===== config.mk =====
export PLATFORM = sky130hd
export DESIGN_NAME = lma_div
export DESIGN_NICKNAME = d
export VERILOG_FILES = /design/src/hw/rtl/lma_pkg.sv /design/src/hw/rtl/lma_div.sv
export SDC_FILE = /design/constraint.sdc
export NUM_CORES = 1
export LEC_CHECK = 0
export ABC_AREA = 1
export BUFFER_PORTS_ARGS = -buffer_cell sky130_fd_sc_hd__buf_2
export CAP_MARGIN = 20
export CORE_MARGIN = 5
export CORE_UTILIZATION = 70
export CTS_BUF_LIST = sky130_fd_sc_hd__clkbuf_8
export DETAILED_ROUTE_END_ITERATION = 8
export PLACE_DENSITY = 0.87
export REMOVE_ABC_BUFFERS = 1
export SYNTH_ARGS = -nofsm -noshare
export SYNTH_HDL_FRONTEND = slang
export SYNTH_SLANG_ARGS = --single-unit

===== constraint.sdc =====
create_clock -name clk -period 12.1 [get_ports clk]
set_clock_uncertainty 0.2 [all_clocks]
set_input_delay 2.42 -clock clk [delete_from_list [all_inputs] [get_ports clk]]
set_output_delay 2.42 -clock clk [all_outputs]
set_load 0.01 [all_outputs]

===== src/hw/rtl/lma_pkg.sv =====
// ----------------------------------------------------------------------------
// lma_pkg
// Shared types and constants for the line moving average block.
// ----------------------------------------------------------------------------
package lma_pkg;

  localparam int SAMPLE_W    = 16;
  localparam int DIV_W       = 4;
  localparam int RECIP_SHIFT = 24;
  localparam int RECIP_W     = RECIP_SHIFT + 1;

  // floor(2^24 / d); entry 0 is never used (divisor is at least 1)
  localparam logic [RECIP_W-1:0] RECIP_TBL [16] = '{
    25'd16777216, 25'd16777216, 25'd8388608, 25'd5592405,
    25'd4194304,  25'd3355443,  25'd2796202, 25'd2396745,
    25'd2097152,  25'd1864135,  25'd1677721, 25'd1525201,
    25'd1398101,  25'd1290555,  25'd1198372, 25'd1118481
  };

  // tag that travels with each pipeline stage
  typedef struct packed {
    logic valid;
    logic last;
  } lma_tag_t;

  // pipeline control from the top level
  typedef struct packed {
    logic advance;
    logic clear;
  } lma_ctrl_t;

endpackage


===== src/hw/rtl/lma_div.sv =====
// ----------------------------------------------------------------------------
// lma_div
// Pipelined divide of the column sum by the line count via reciprocal.
// ----------------------------------------------------------------------------
module lma_div import lma_pkg::*; #(
  parameter int SUM_W = 19
) (
  input  logic                clk,
  input  logic                rst_n,
  input  logic                advance,
  input  logic [DIV_W-1:0]    div,
  input  logic [RECIP_W-1:0]  recip,
  input  lma_tag_t            s2_tag,
  input  logic [SUM_W-1:0]    s2_sum,
  output logic                out_valid,
  output logic [SAMPLE_W-1:0] out_average,
  output logic                out_last
);

  localparam int PROD_W = SUM_W + RECIP_W;
  localparam int QD_W   = SUM_W + DIV_W;

  lma_tag_t            s3_tag_r, s4_tag_r, s5_tag_r;
  logic [PROD_W-1:0]   prod_r;
  logic [SUM_W-1:0]    sum3_r, sum4_r;
  logic [SUM_W-1:0]    q4_r;
  logic [QD_W-1:0]     qd4_r;
  logic [SAMPLE_W-1:0] avg_r;

  logic [SUM_W-1:0] q_est;
  logic [SUM_W-1:0] rem;
  logic [SUM_W-1:0] q_fix;

  // estimate is floor or one below it
  assign q_est = SUM_W'(prod_r >> RECIP_SHIFT);
  assign rem   = sum4_r - SUM_W'(qd4_r);
  assign q_fix = (rem >= SUM_W'(div)) ? q4_r + SUM_W'(1) : q4_r;

  always_ff @(posedge clk) begin
    if (!rst_n) begin
      s3_tag_r <= '0;
      s4_tag_r <= '0;
      s5_tag_r <= '0;
    end else if (advance) begin
      s3_tag_r <= s2_tag;
      s4_tag_r <= s3_tag_r;
      s5_tag_r <= s4_tag_r;
    end
  end

  always_ff @(posedge clk) begin
    if (advance) begin
      prod_r <= PROD_W'(s2_sum) * PROD_W'(recip);
      sum3_r <= s2_sum;
      q4_r   <= q_est;
      qd4_r  <= QD_W'(q_est) * QD_W'(div);
      sum4_r <= sum3_r;
      avg_r  <= q_fix[SAMPLE_W-1:0];
    end
  end

  assign out_valid   = s5_tag_r.valid;
  assign out_last    = s5_tag_r.last;
  assign out_average = avg_r;

endmodule

==> Word-level counts from Yosys, hierarchy flattened <==
Index checks and enable logic that the tools add are counted.
{ "word_totals": {"word_cells": 18, "ff_bits": 138} }
{ "op_classes": {"n_addsub": 2, "mul": 2, "muxes": 1, "n_lt_le_gt_ge": 1} }
{ "op_table": {"columns": ["operator", "n"], "rows": [
  ["$mul 19x25->43", 1],
  ["$ge 19x4->1", 1],
  ["$mul 19x4->19", 1],
  ["$sub 19x19->19", 1],
  ["$add 16x1->16 const B", 1],
  ["$mux 16", 1]
]} }

==> Logic depth before layout (Yosys ltp) <==
Gate-level depths: netlist of run 1.
{ "depth": {"depth_word": 3, "ltp_mapped": 27} }

==> Least setup slack after synthesis of run 1 <==
No wires, ideal clock.
{ "synth_timing": {"kind": "input -> register", "from": "input port recip[21]", "to": "register prod_r[31] (data pin)", "cell_stages": 23, "setup_slack_ps": 3969, "t_arrival_ps": 7673, "required_ps": 11642, "cell_sequence": "clkbuf_1 clkbuf_1 nand2_1 fa_1 inv_1 fa_1 inv_1 fa_1 inv_1 fa_1 fa_1 inv_1 fa_1 inv_1 ha_1 nand2_1 nor2_1 inv_1 nor3_1 nand2_1 o21ai_0 a21oi_1 xnor2_1"} }
{ "synth_via": {"elab_chain_cells": 1} }
{ "synth_rtl": {"columns": ["element", "line_no", "rtl"], "rows": [
  ["from (decl)", "lma_div.sv:12", "input logic [RECIP_W-1:0] recip,"],
  ["$mul 19x25->43", "lma_div.sv:53", "prod_r <= PROD_W'(s2_sum) * PROD_W'(recip);"],
  ["to (signal assigned)", "lma_div.sv:53", null],
  ["to (decl)", "lma_div.sv:24", "logic [PROD_W-1:0] prod_r;"]
]} }
No other way between the ends.
A chain may end at the register's enable or synchronous reset.

==> Worst setup path in the final report of run 1 <==
{ "layout_timing": {"from": "input port s2_sum[5]", "to": "register prod_r[40] (data pin)"} }
{ "layout_via": {"elab_chain_cells": 1} }
{ "layout_rtl": {"columns": ["element", "line_no", "rtl"], "rows": [
  ["from (decl)", "lma_div.sv:14", "input logic [SUM_W-1:0] s2_sum,"],
  ["$mul 19x25->43", "lma_div.sv:53", null]
]} }
No other way between the ends.

==> results by stage, run 1 <==
Synthesis:
- The number of enable flip-flop cells after synthesis is between 100 and 150.
- By area, the combinational part of the netlist is dominated by adder cells.
- The proportion of synthesized area in mux cells is 0%.
- The share of synthesized cell area in full adder, half adder and majority cells is between 40% and 50%.
- The mean instance size in the synthesized netlist is 7.82 µm².
- The fraction of post-synthesis cell area in the top cell type by area is between 30% and 40%.
- The synthesized design spends more area on one cell type than any other, namely sky130_fd_sc_hd__fa_1.
- Of the total synthesized cell area, the portion taken by AND, OR, NAND and NOR gates is between 10% and 20%.
- The synthesized-area fraction occupied by xor and xnor cells is ~1.8%.
- The most used flip-flop cell after synthesis is sky130_fd_sc_hd__edfxtp_1.
- The compound-cell area share of the yosys netlist is about 4%.
- The area of the mapped netlist is approximately 23000 µm².
- For this run, the number of Yosys warnings is 0.
- The portion of the post-synthesis area used by sequential elements is 14.6%.
- In the synthesized netlist the async set-or-reset flop fraction comes to 0%.
- Ranked by total cell area, the synthesized netlist is headed by sky130_fd_sc_hd__fa_1 (37%), sky130_fd_sc_hd__inv_1 (15%), sky130_fd_sc_hd__edfxtp_1 (14%).
- The flip-flop and latch count after synthesis is ~110.
- The number of distinct library cell variants in the gate-level netlist after synthesis is 39.
- Synthesis handed over a netlist of around 2900 instances.

STA:
- Setup violations remaining at the end of the flow were counted as 0.
- The final hold violation count is 0.
- Setup repair after global routing left no endpoint under its margin.
- After routing, the total negative slack on setup checks comes to 0 ps.
- At the pin with the least slew margin, the transition time is 755 ps.
- The worst relative slew slack is roughly half.
- The max-slew violation count is 0.
- The smallest clock period supported by the final layout is computed as between 8000 and 9000 ps.
- The upper clock frequency limit is between 100 and 150 MHz.
- The share of the cycle needed by the critical path after routing is about two thirds.

Placed design:
- The half-perimeter wire length after placement is between 40 and 50 mm.
- Routability-driven placement finished with a final weighted congestion of 0.955.
- Once placement finished, the instance area stood at about 23000 µm².
- The total of buffers placed on input and output ports is 70.

Flow run:
- The max-cap check violation count is 0.

Finish:
- The net count of the finished layout is between 3000 and 4000.
- Fill cells in the final layout number between 2000 and 2500.
- The fraction of final layout cells sized beyond drive strength 1 is under 10%.
- Once layout is done, the placed cells without fillers occupy 23800 µm².
- In the layout the commonest cells are sky130_fd_sc_hd__inv_1 (909), sky130_fd_sc_hd__nand2_1 (800), sky130_fd_sc_hd__fa_1 (420).
- The area growth from synthesis to layout is 3.70%.
- Leaving out fill and tap cells, the most frequent cell in the layout is sky130_fd_sc_hd__inv_1.
- 0 antenna diodes ended up in the layout.

Status:
- The run finished with clean final reports.

Critical path:
- The worst register-to-register path ends at qd4_r[15].
- The worst reg2reg path depth is 14.
- The endpoint class of the critical path is a flop.
- Tracing the worst setup path back leads to its startpoint at s2_sum[5].
- The arrival time of data at the critical path endpoint is just over 8000 ps.
- The worst-path maximum fanout is 26.
- The critical path is of the in -> reg type.
- The slack of the worst reg-to-reg path is 7960 ps.
- In this run the worst setup path terminates at prod_r[40].
- For the worst setup path, the data required time is 12090 ps.
- The worst register-to-register path begins at prod_r[27].
- STA classifies the critical path startpoint as an input port.

Min path:
- In this run the most critical hold path is launched from sum3_r[6].
- The worst hold path belongs to the class reg -> reg.

Drt:
- In the routed layout, each cell is associated on average with a via count of about 5.4.
- The detailed router finished its first iteration with 1318 violations.
- For this run, design rule violations remaining after detail routing come to 0.
- Dividing the detail-routed wire length by the instance count gives 16.5 µm.
- The number of detailed-route iterations in the first pass is 7.
- The detail route stage leaves a number of antenna-violating nets equal to 0.
- Summed over all layers, the routed wires come to ~56 mm.
- The total vias in the final route is between 15000 and 20000.

Die:
- The initial utilization of the core area, before any placement, comes to 70.8%.
- The height of the chip is ~190 µm.
- The number of standard-cell rows in the floorplan is between 60 and 70.
- For this design the top-level I/O count stands at just over 70.
- The core region is 32500 µm².
- The die is 191 µm wide.
- The die covers 36600 µm².

Clock tree:
- The TritonCTS clock tree is built.
- After clock tree synthesis, the repair step resized 0 gates.
- No sink is reached through more buffers than the 2 on the longest clock path.
- The clock tree synthesis step divided the H-tree into 4 levels.
- The insertion delay to the later sink of the worst-skew pair is between 400 and 500 ps.
- The cell sitting at the root of the clock tree is a sky130_fd_sc_hd__clkbuf_8.
- The clock slew seen by the registers of the worst setup and hold paths is about 80 ps.
- For this design, the CTS-stage hold fixing added 0 buffers.
- The buffer count from post-CTS setup fixing is 0.
- The number of clock buffers added by TritonCTS is 17.
- For this design, the sink count on the clock tree is 114.

Global routing:
- The number of antenna violations at the first check in global routing was 0.
- The first global-routing pass estimated 94.0 mm of wire.
- The global router's overall resource usage is around a third.
- The total congestion overflow is 0.
- The pin count of the biggest net entering global routing is 60.
- The number of global-route vias before repair came to 20000.
## cells in the mapped netlist (8+ instances only)
master	number
sky130_fd_sc_hd__clkbuf_1	88
sky130_fd_sc_hd__buf_1	23
sky130_fd_sc_hd__nand2_1	800
sky130_fd_sc_hd__xnor2_1	16
sky130_fd_sc_hd__a31oi_1	9
sky130_fd_sc_hd__a21oi_1	72
sky130_fd_sc_hd__o21bai_1	8
sky130_fd_sc_hd__nor3_1	19
sky130_fd_sc_hd__fa_1	420
sky130_fd_sc_hd__xor2_1	29
sky130_fd_sc_hd__nor2_1	103
sky130_fd_sc_hd__nand3_1	56
sky130_fd_sc_hd__o21ai_0	42
sky130_fd_sc_hd__nand4_1	10
sky130_fd_sc_hd__inv_1	909
sky130_fd_sc_hd__edfxtp_1	108
sky130_fd_sc_hd__ha_1	163
sky130_fd_sc_hd__a21o_1	13
## kinds of logic after synthesis
group / Yosys count
buffers and inverters: 1026
AOI/OAI and AO/OA: 161
adders and majority gates: 583
xor gates and xnor gates: 46
DFF: 114
and+or+nand+nor: 1009
## state kept, by name, summed over array words and instances (netlist names)
signal and flops:
prod_r 19, out_valid 1, qd4_r 19, out_average 16
s4_tag_r 2, sum4_r 19, out_last 1, q4_r 16
s3_tag_r 2, sum3_r 19
## worst max-delay path, stage by stage
cell	delay (ps)
sky130_fd_sc_hd__buf_2	500
sky130_fd_sc_hd__nand2_1	170
sky130_fd_sc_hd__fa_1	540
sky130_fd_sc_hd__inv_1	50
sky130_fd_sc_hd__fa_1	520
sky130_fd_sc_hd__inv_1	50
sky130_fd_sc_hd__fa_1	500
sky130_fd_sc_hd__inv_1	60
sky130_fd_sc_hd__fa_1	500
sky130_fd_sc_hd__fa_1	510
sky130_fd_sc_hd__inv_1	50
sky130_fd_sc_hd__fa_1	470
sky130_fd_sc_hd__inv_1	40
sky130_fd_sc_hd__ha_1	360
sky130_fd_sc_hd__a21oi_1	220
sky130_fd_sc_hd__o21ai_0	170
sky130_fd_sc_hd__a21oi_1	290
sky130_fd_sc_hd__nor2_1	110
sky130_fd_sc_hd__a311oi_1	370
sky130_fd_sc_hd__o21ai_0	190
sky130_fd_sc_hd__xor2_1	170
## how the worst min path moves through the flow
| stage | cells past startpoint | slack [ps] | end |
|---|---|---|---|
| final | 0 | 220 | sum4_r[6] |
| after CTS | 0 | 220 | sum4_r[6] |
| after global routing | 0 | 230 | sum4_r[6] |
| after global placement | 0 | 200 | sum4_r[1] |
| after floorplan | 0 | 200 | sum4_r[0] |
| after detailed placement | 0 | 200 | sum4_r[10] |
## cell type report
| type | count | area, µm² | area share [%] |
|---|---|---|---|
| Clock buffer | 17 | 234 | 0.981 |
| Clock inverter | 15 | 164 | 0.687 |
| Inverter | 910 | 3420 | 14.3 |
| Multi-Input combinational cell | 1799 | 15800 | 66.1 |
| Sequential cell | 114 | 3360 | 14.1 |
| Tap cell | 442 | 553 | 2.32 |
| Timing Repair Buffer | 71 | 360 | 1.51 |
## routing by layer
metal,vias to the layer above,GRT usage (%),wire length (µm)
met2,846,57.5,28400
met5,-,0,0
met3,203,6.25,5030
met1,8782,38.7,19900
li1,8348,-,-
met4,0,12.1,2220
## metrics by stage
step           util, %  std cells  setup WS, ps  hold WS, ps
6_report          73.5       3368          3830          217
5_1_grt           73.5       3368          3610          231
4_1_cts           73.5       3368          3940          221
3_5_place_dp      72.2       3336          3480          205
3_3_place_gp      72.2       3336          3540          200
2_1_floorplan        -       2823          4580          200
Power of run 1 is not shown: default switching activity piles up to over one toggle a cycle in this logic, so the estimate is an artifact.
==> inputs of run 2 (changes only) <==
--- a/config.mk
+++ b/config.mk
@@ -9,10 +9,10 @@
 export BUFFER_PORTS_ARGS = -buffer_cell sky130_fd_sc_hd__buf_2
 export CAP_MARGIN = 20
 export CORE_MARGIN = 5
-export CORE_UTILIZATION = 70
+export CORE_UTILIZATION = 60
 export CTS_BUF_LIST = sky130_fd_sc_hd__clkbuf_8
 export DETAILED_ROUTE_END_ITERATION = 8
-export PLACE_DENSITY = 0.87
+export PLACE_DENSITY = 0.79
 export REMOVE_ABC_BUFFERS = 1
 export SYNTH_ARGS = -nofsm -noshare
 export SYNTH_HDL_FRONTEND = slang
==> constraint.sdc (replaced) <==
create_clock -name clk -period 7.5 [get_ports clk]
set_clock_uncertainty 0.2 [all_clocks]
set_input_delay 1.5 -clock clk [delete_from_list [all_inputs] [get_ports clk]]
set_output_delay 1.5 -clock clk [all_outputs]
set_load 0.01 [all_outputs]
==> results by stage, run 2 (synthesis gave the netlist of run 1 again) <==
Min path:
- In this run the most critical hold path is launched from sum3_r[16].
- For hold timing, the worst endpoint is sum4_r[16].
- The count of cells along the worst hold path is 0.
- The worst hold path belongs to the class reg -> reg.

Finish:
- Compared with the post-synthesis result, the final layout area differs by 5.70%.
- The library cells used most frequently in the layout, excluding fill and tap cells, are sky130_fd_sc_hd__inv_1 (909), sky130_fd_sc_hd__nand2_1 (800), sky130_fd_sc_hd__fa_1 (420).
- The number of antenna diodes in the final layout is 0.
- The most common cell after layout, fill and taps aside is sky130_fd_sc_hd__inv_1.
- At the end of the flow, the number of nets in the layout was 3593.
- The fraction of final layout cells sized beyond drive strength 1 is 5.45%.

Critical path:
- The worst setup path is captured at a flop.
- The critical path start-end classification is in -> reg.
- The worst register-to-register path has a setup slack of 3480 ps.
- The worst reg2reg path depth is 14.
- The worst-path maximum fanout is 16.
- The end of the worst register-to-register path is qd4_r[15].
- STA classifies the critical path startpoint as an input port.
- The startpoint identified for the worst register-to-register timing path is prod_r[27].
- At the worst endpoint, the required time is roughly 7500 ps.
- The arrival time of data at the critical path endpoint is ~7000 ps.

Die:
- The initial utilization of the core area, before any placement, comes to 60.9%.
- The height of the chip is ~210 µm.
- The floorplan step defined a die boundary enclosing 42300 µm².
- The core outline area is around 38000 µm².
- The die boundary width is 206 µm.
- For this design the top-level I/O count stands at a little over 70.
- The number of standard-cell rows in the floorplan is 71.

Drt:
- The total vias in the final route is about 18000.
- After detailed routing, the number of remaining DRC violations is 0.
- Once detail routing completed, the nets flagged for antenna violations numbered 0.
- In the final routed layout, each cell accounts on average for ~16 µm.
- The total detailed-routing wirelength is 54.8 mm.
- The number of detailed-route iterations in the first pass is 5.
- The first-iteration detailed-routing DRC count is 1097.
- The routed via count divided by cell count is roughly 5.2.

Clock tree:
- The total CTS buffers is 17.
- Post-CTS repair changed the size of 0 cells.
- TritonCTS built the clock tree.
- Hold repair after CTS inserted 0 buffers.
- Clock tree synthesis selected as its root buffer the cell sky130_fd_sc_hd__clkbuf_8.
- The clock reaches the later pin of the worst-skew pair after ~440 ps.
- The H-tree was split into 4 levels.
- Clock-pin slew was measured on the worst setup and hold paths at approximately 70 ps.
- In this run the deepest clock path goes through 2 buffers.
- The number of setup buffers added after CTS is 0.
- Counting every sink on the clock net gives between 100 and 150.

STA:
- The max-slew violation count is 0.
- The upper clock frequency limit is around 140 MHz.
- The number of setup violations in the final report is 0.
- The final hold violation count is 0.
- The transition time at the pin with the least slew margin is approximately 800 ps.
- The sum of negative setup slack is 0 ps.
- The smallest clock period supported by the final layout is computed as between 7000 and 8000 ps.
- Measured against its own limit, the worst slew margin works out to 46.8%.
- Setup repair after global routing left no endpoint under its margin.
- The worst path uses a little over nine tenths of the clock period.

Placed design:
- Once detailed placement completed, the half-perimeter wirelength came to ~47 mm.
- The final weighted congestion in routability-driven placement is 0.933.
- Buffers placed on the I/O ports in this run total 70.

Global routing:
- The pin count of the biggest net entering global routing is 64.
- The global router's overall resource usage is between 20% and 30%.
- The total congestion overflow is 0.
- The number of antenna violations at the first check in global routing was 0.
- The number of global-route vias before repair was about 20000.
- The first-pass GRT wire length is 92.1 mm.

Status:
- The flow ran to the end, and the final reports show no timing, DRC or antenna violations.

Flow run:
- The max-cap check violation count is 0.
## run 2: critical path: stages
cell and delay, ps:
sky130_fd_sc_hd__buf_2 260, sky130_fd_sc_hd__buf_4 320, sky130_fd_sc_hd__nand2_1 130, sky130_fd_sc_hd__fa_1 530
sky130_fd_sc_hd__fa_1 520, sky130_fd_sc_hd__fa_1 510, sky130_fd_sc_hd__inv_1 50, sky130_fd_sc_hd__fa_1 490
sky130_fd_sc_hd__fa_1 500, sky130_fd_sc_hd__inv_1 50, sky130_fd_sc_hd__fa_1 480, sky130_fd_sc_hd__inv_1 50
sky130_fd_sc_hd__ha_1 330, sky130_fd_sc_hd__nand2_1 130, sky130_fd_sc_hd__nor4_1 380, sky130_fd_sc_hd__nand2_1 80
sky130_fd_sc_hd__o21ai_0 410, sky130_fd_sc_hd__nand3_1 140, sky130_fd_sc_hd__nand2_1 100, sky130_fd_sc_hd__xor2_1 60
## run 2: cell type report
class	instances	area [µm²]
multi-input cells	1799	15800
fillers	3186	13500
inverters	910	3420
flip-flops and latches	114	3360
repair buffers	115	728
well taps	511	639
clock buffers	17	234
clock inverters	15	170
## run 2: worst max path at each step
| stage | startpoint | to | slack [ps] | cells after the start |
|---|---|---|---|---|
| after floorplan | recip[21] | prod_r[31] | 900 | 21 |
| after global placement | s2_sum[4] | prod_r[35] | 110 | 20 |
| after detailed placement | s2_sum[4] | prod_r[31] | 50 | 19 |
| after CTS | s2_sum[4] | prod_r[31] | 510 | 19 |
| after global routing | s2_sum[1] | prod_r[35] | 170 | 23 |
| final | s2_sum[4] | prod_r[35] | 440 | 20 |
## run 2: through the flow
stage	setup slack [ps]	area, µm²	instances	hold slack [ps]	util (%)
after floorplan	900	22500	2823	200	-
after global placement	111	23900	3449	201	63.3
after detailed placement	48.3	23900	3449	205	63.3
after CTS	510	24300	3481	219	64.4
after global routing	171	24300	3481	220	64.4
final	442	24300	3481	219	64.4
## run 2: metal layers
metal,GRT usage (%),wire (µm)
met1,34.5,22000
met2,47.3,27300
met3,4.32,3690
met4,9.83,1850
met5,0,0
Power of run 2 is left out for the same reason.
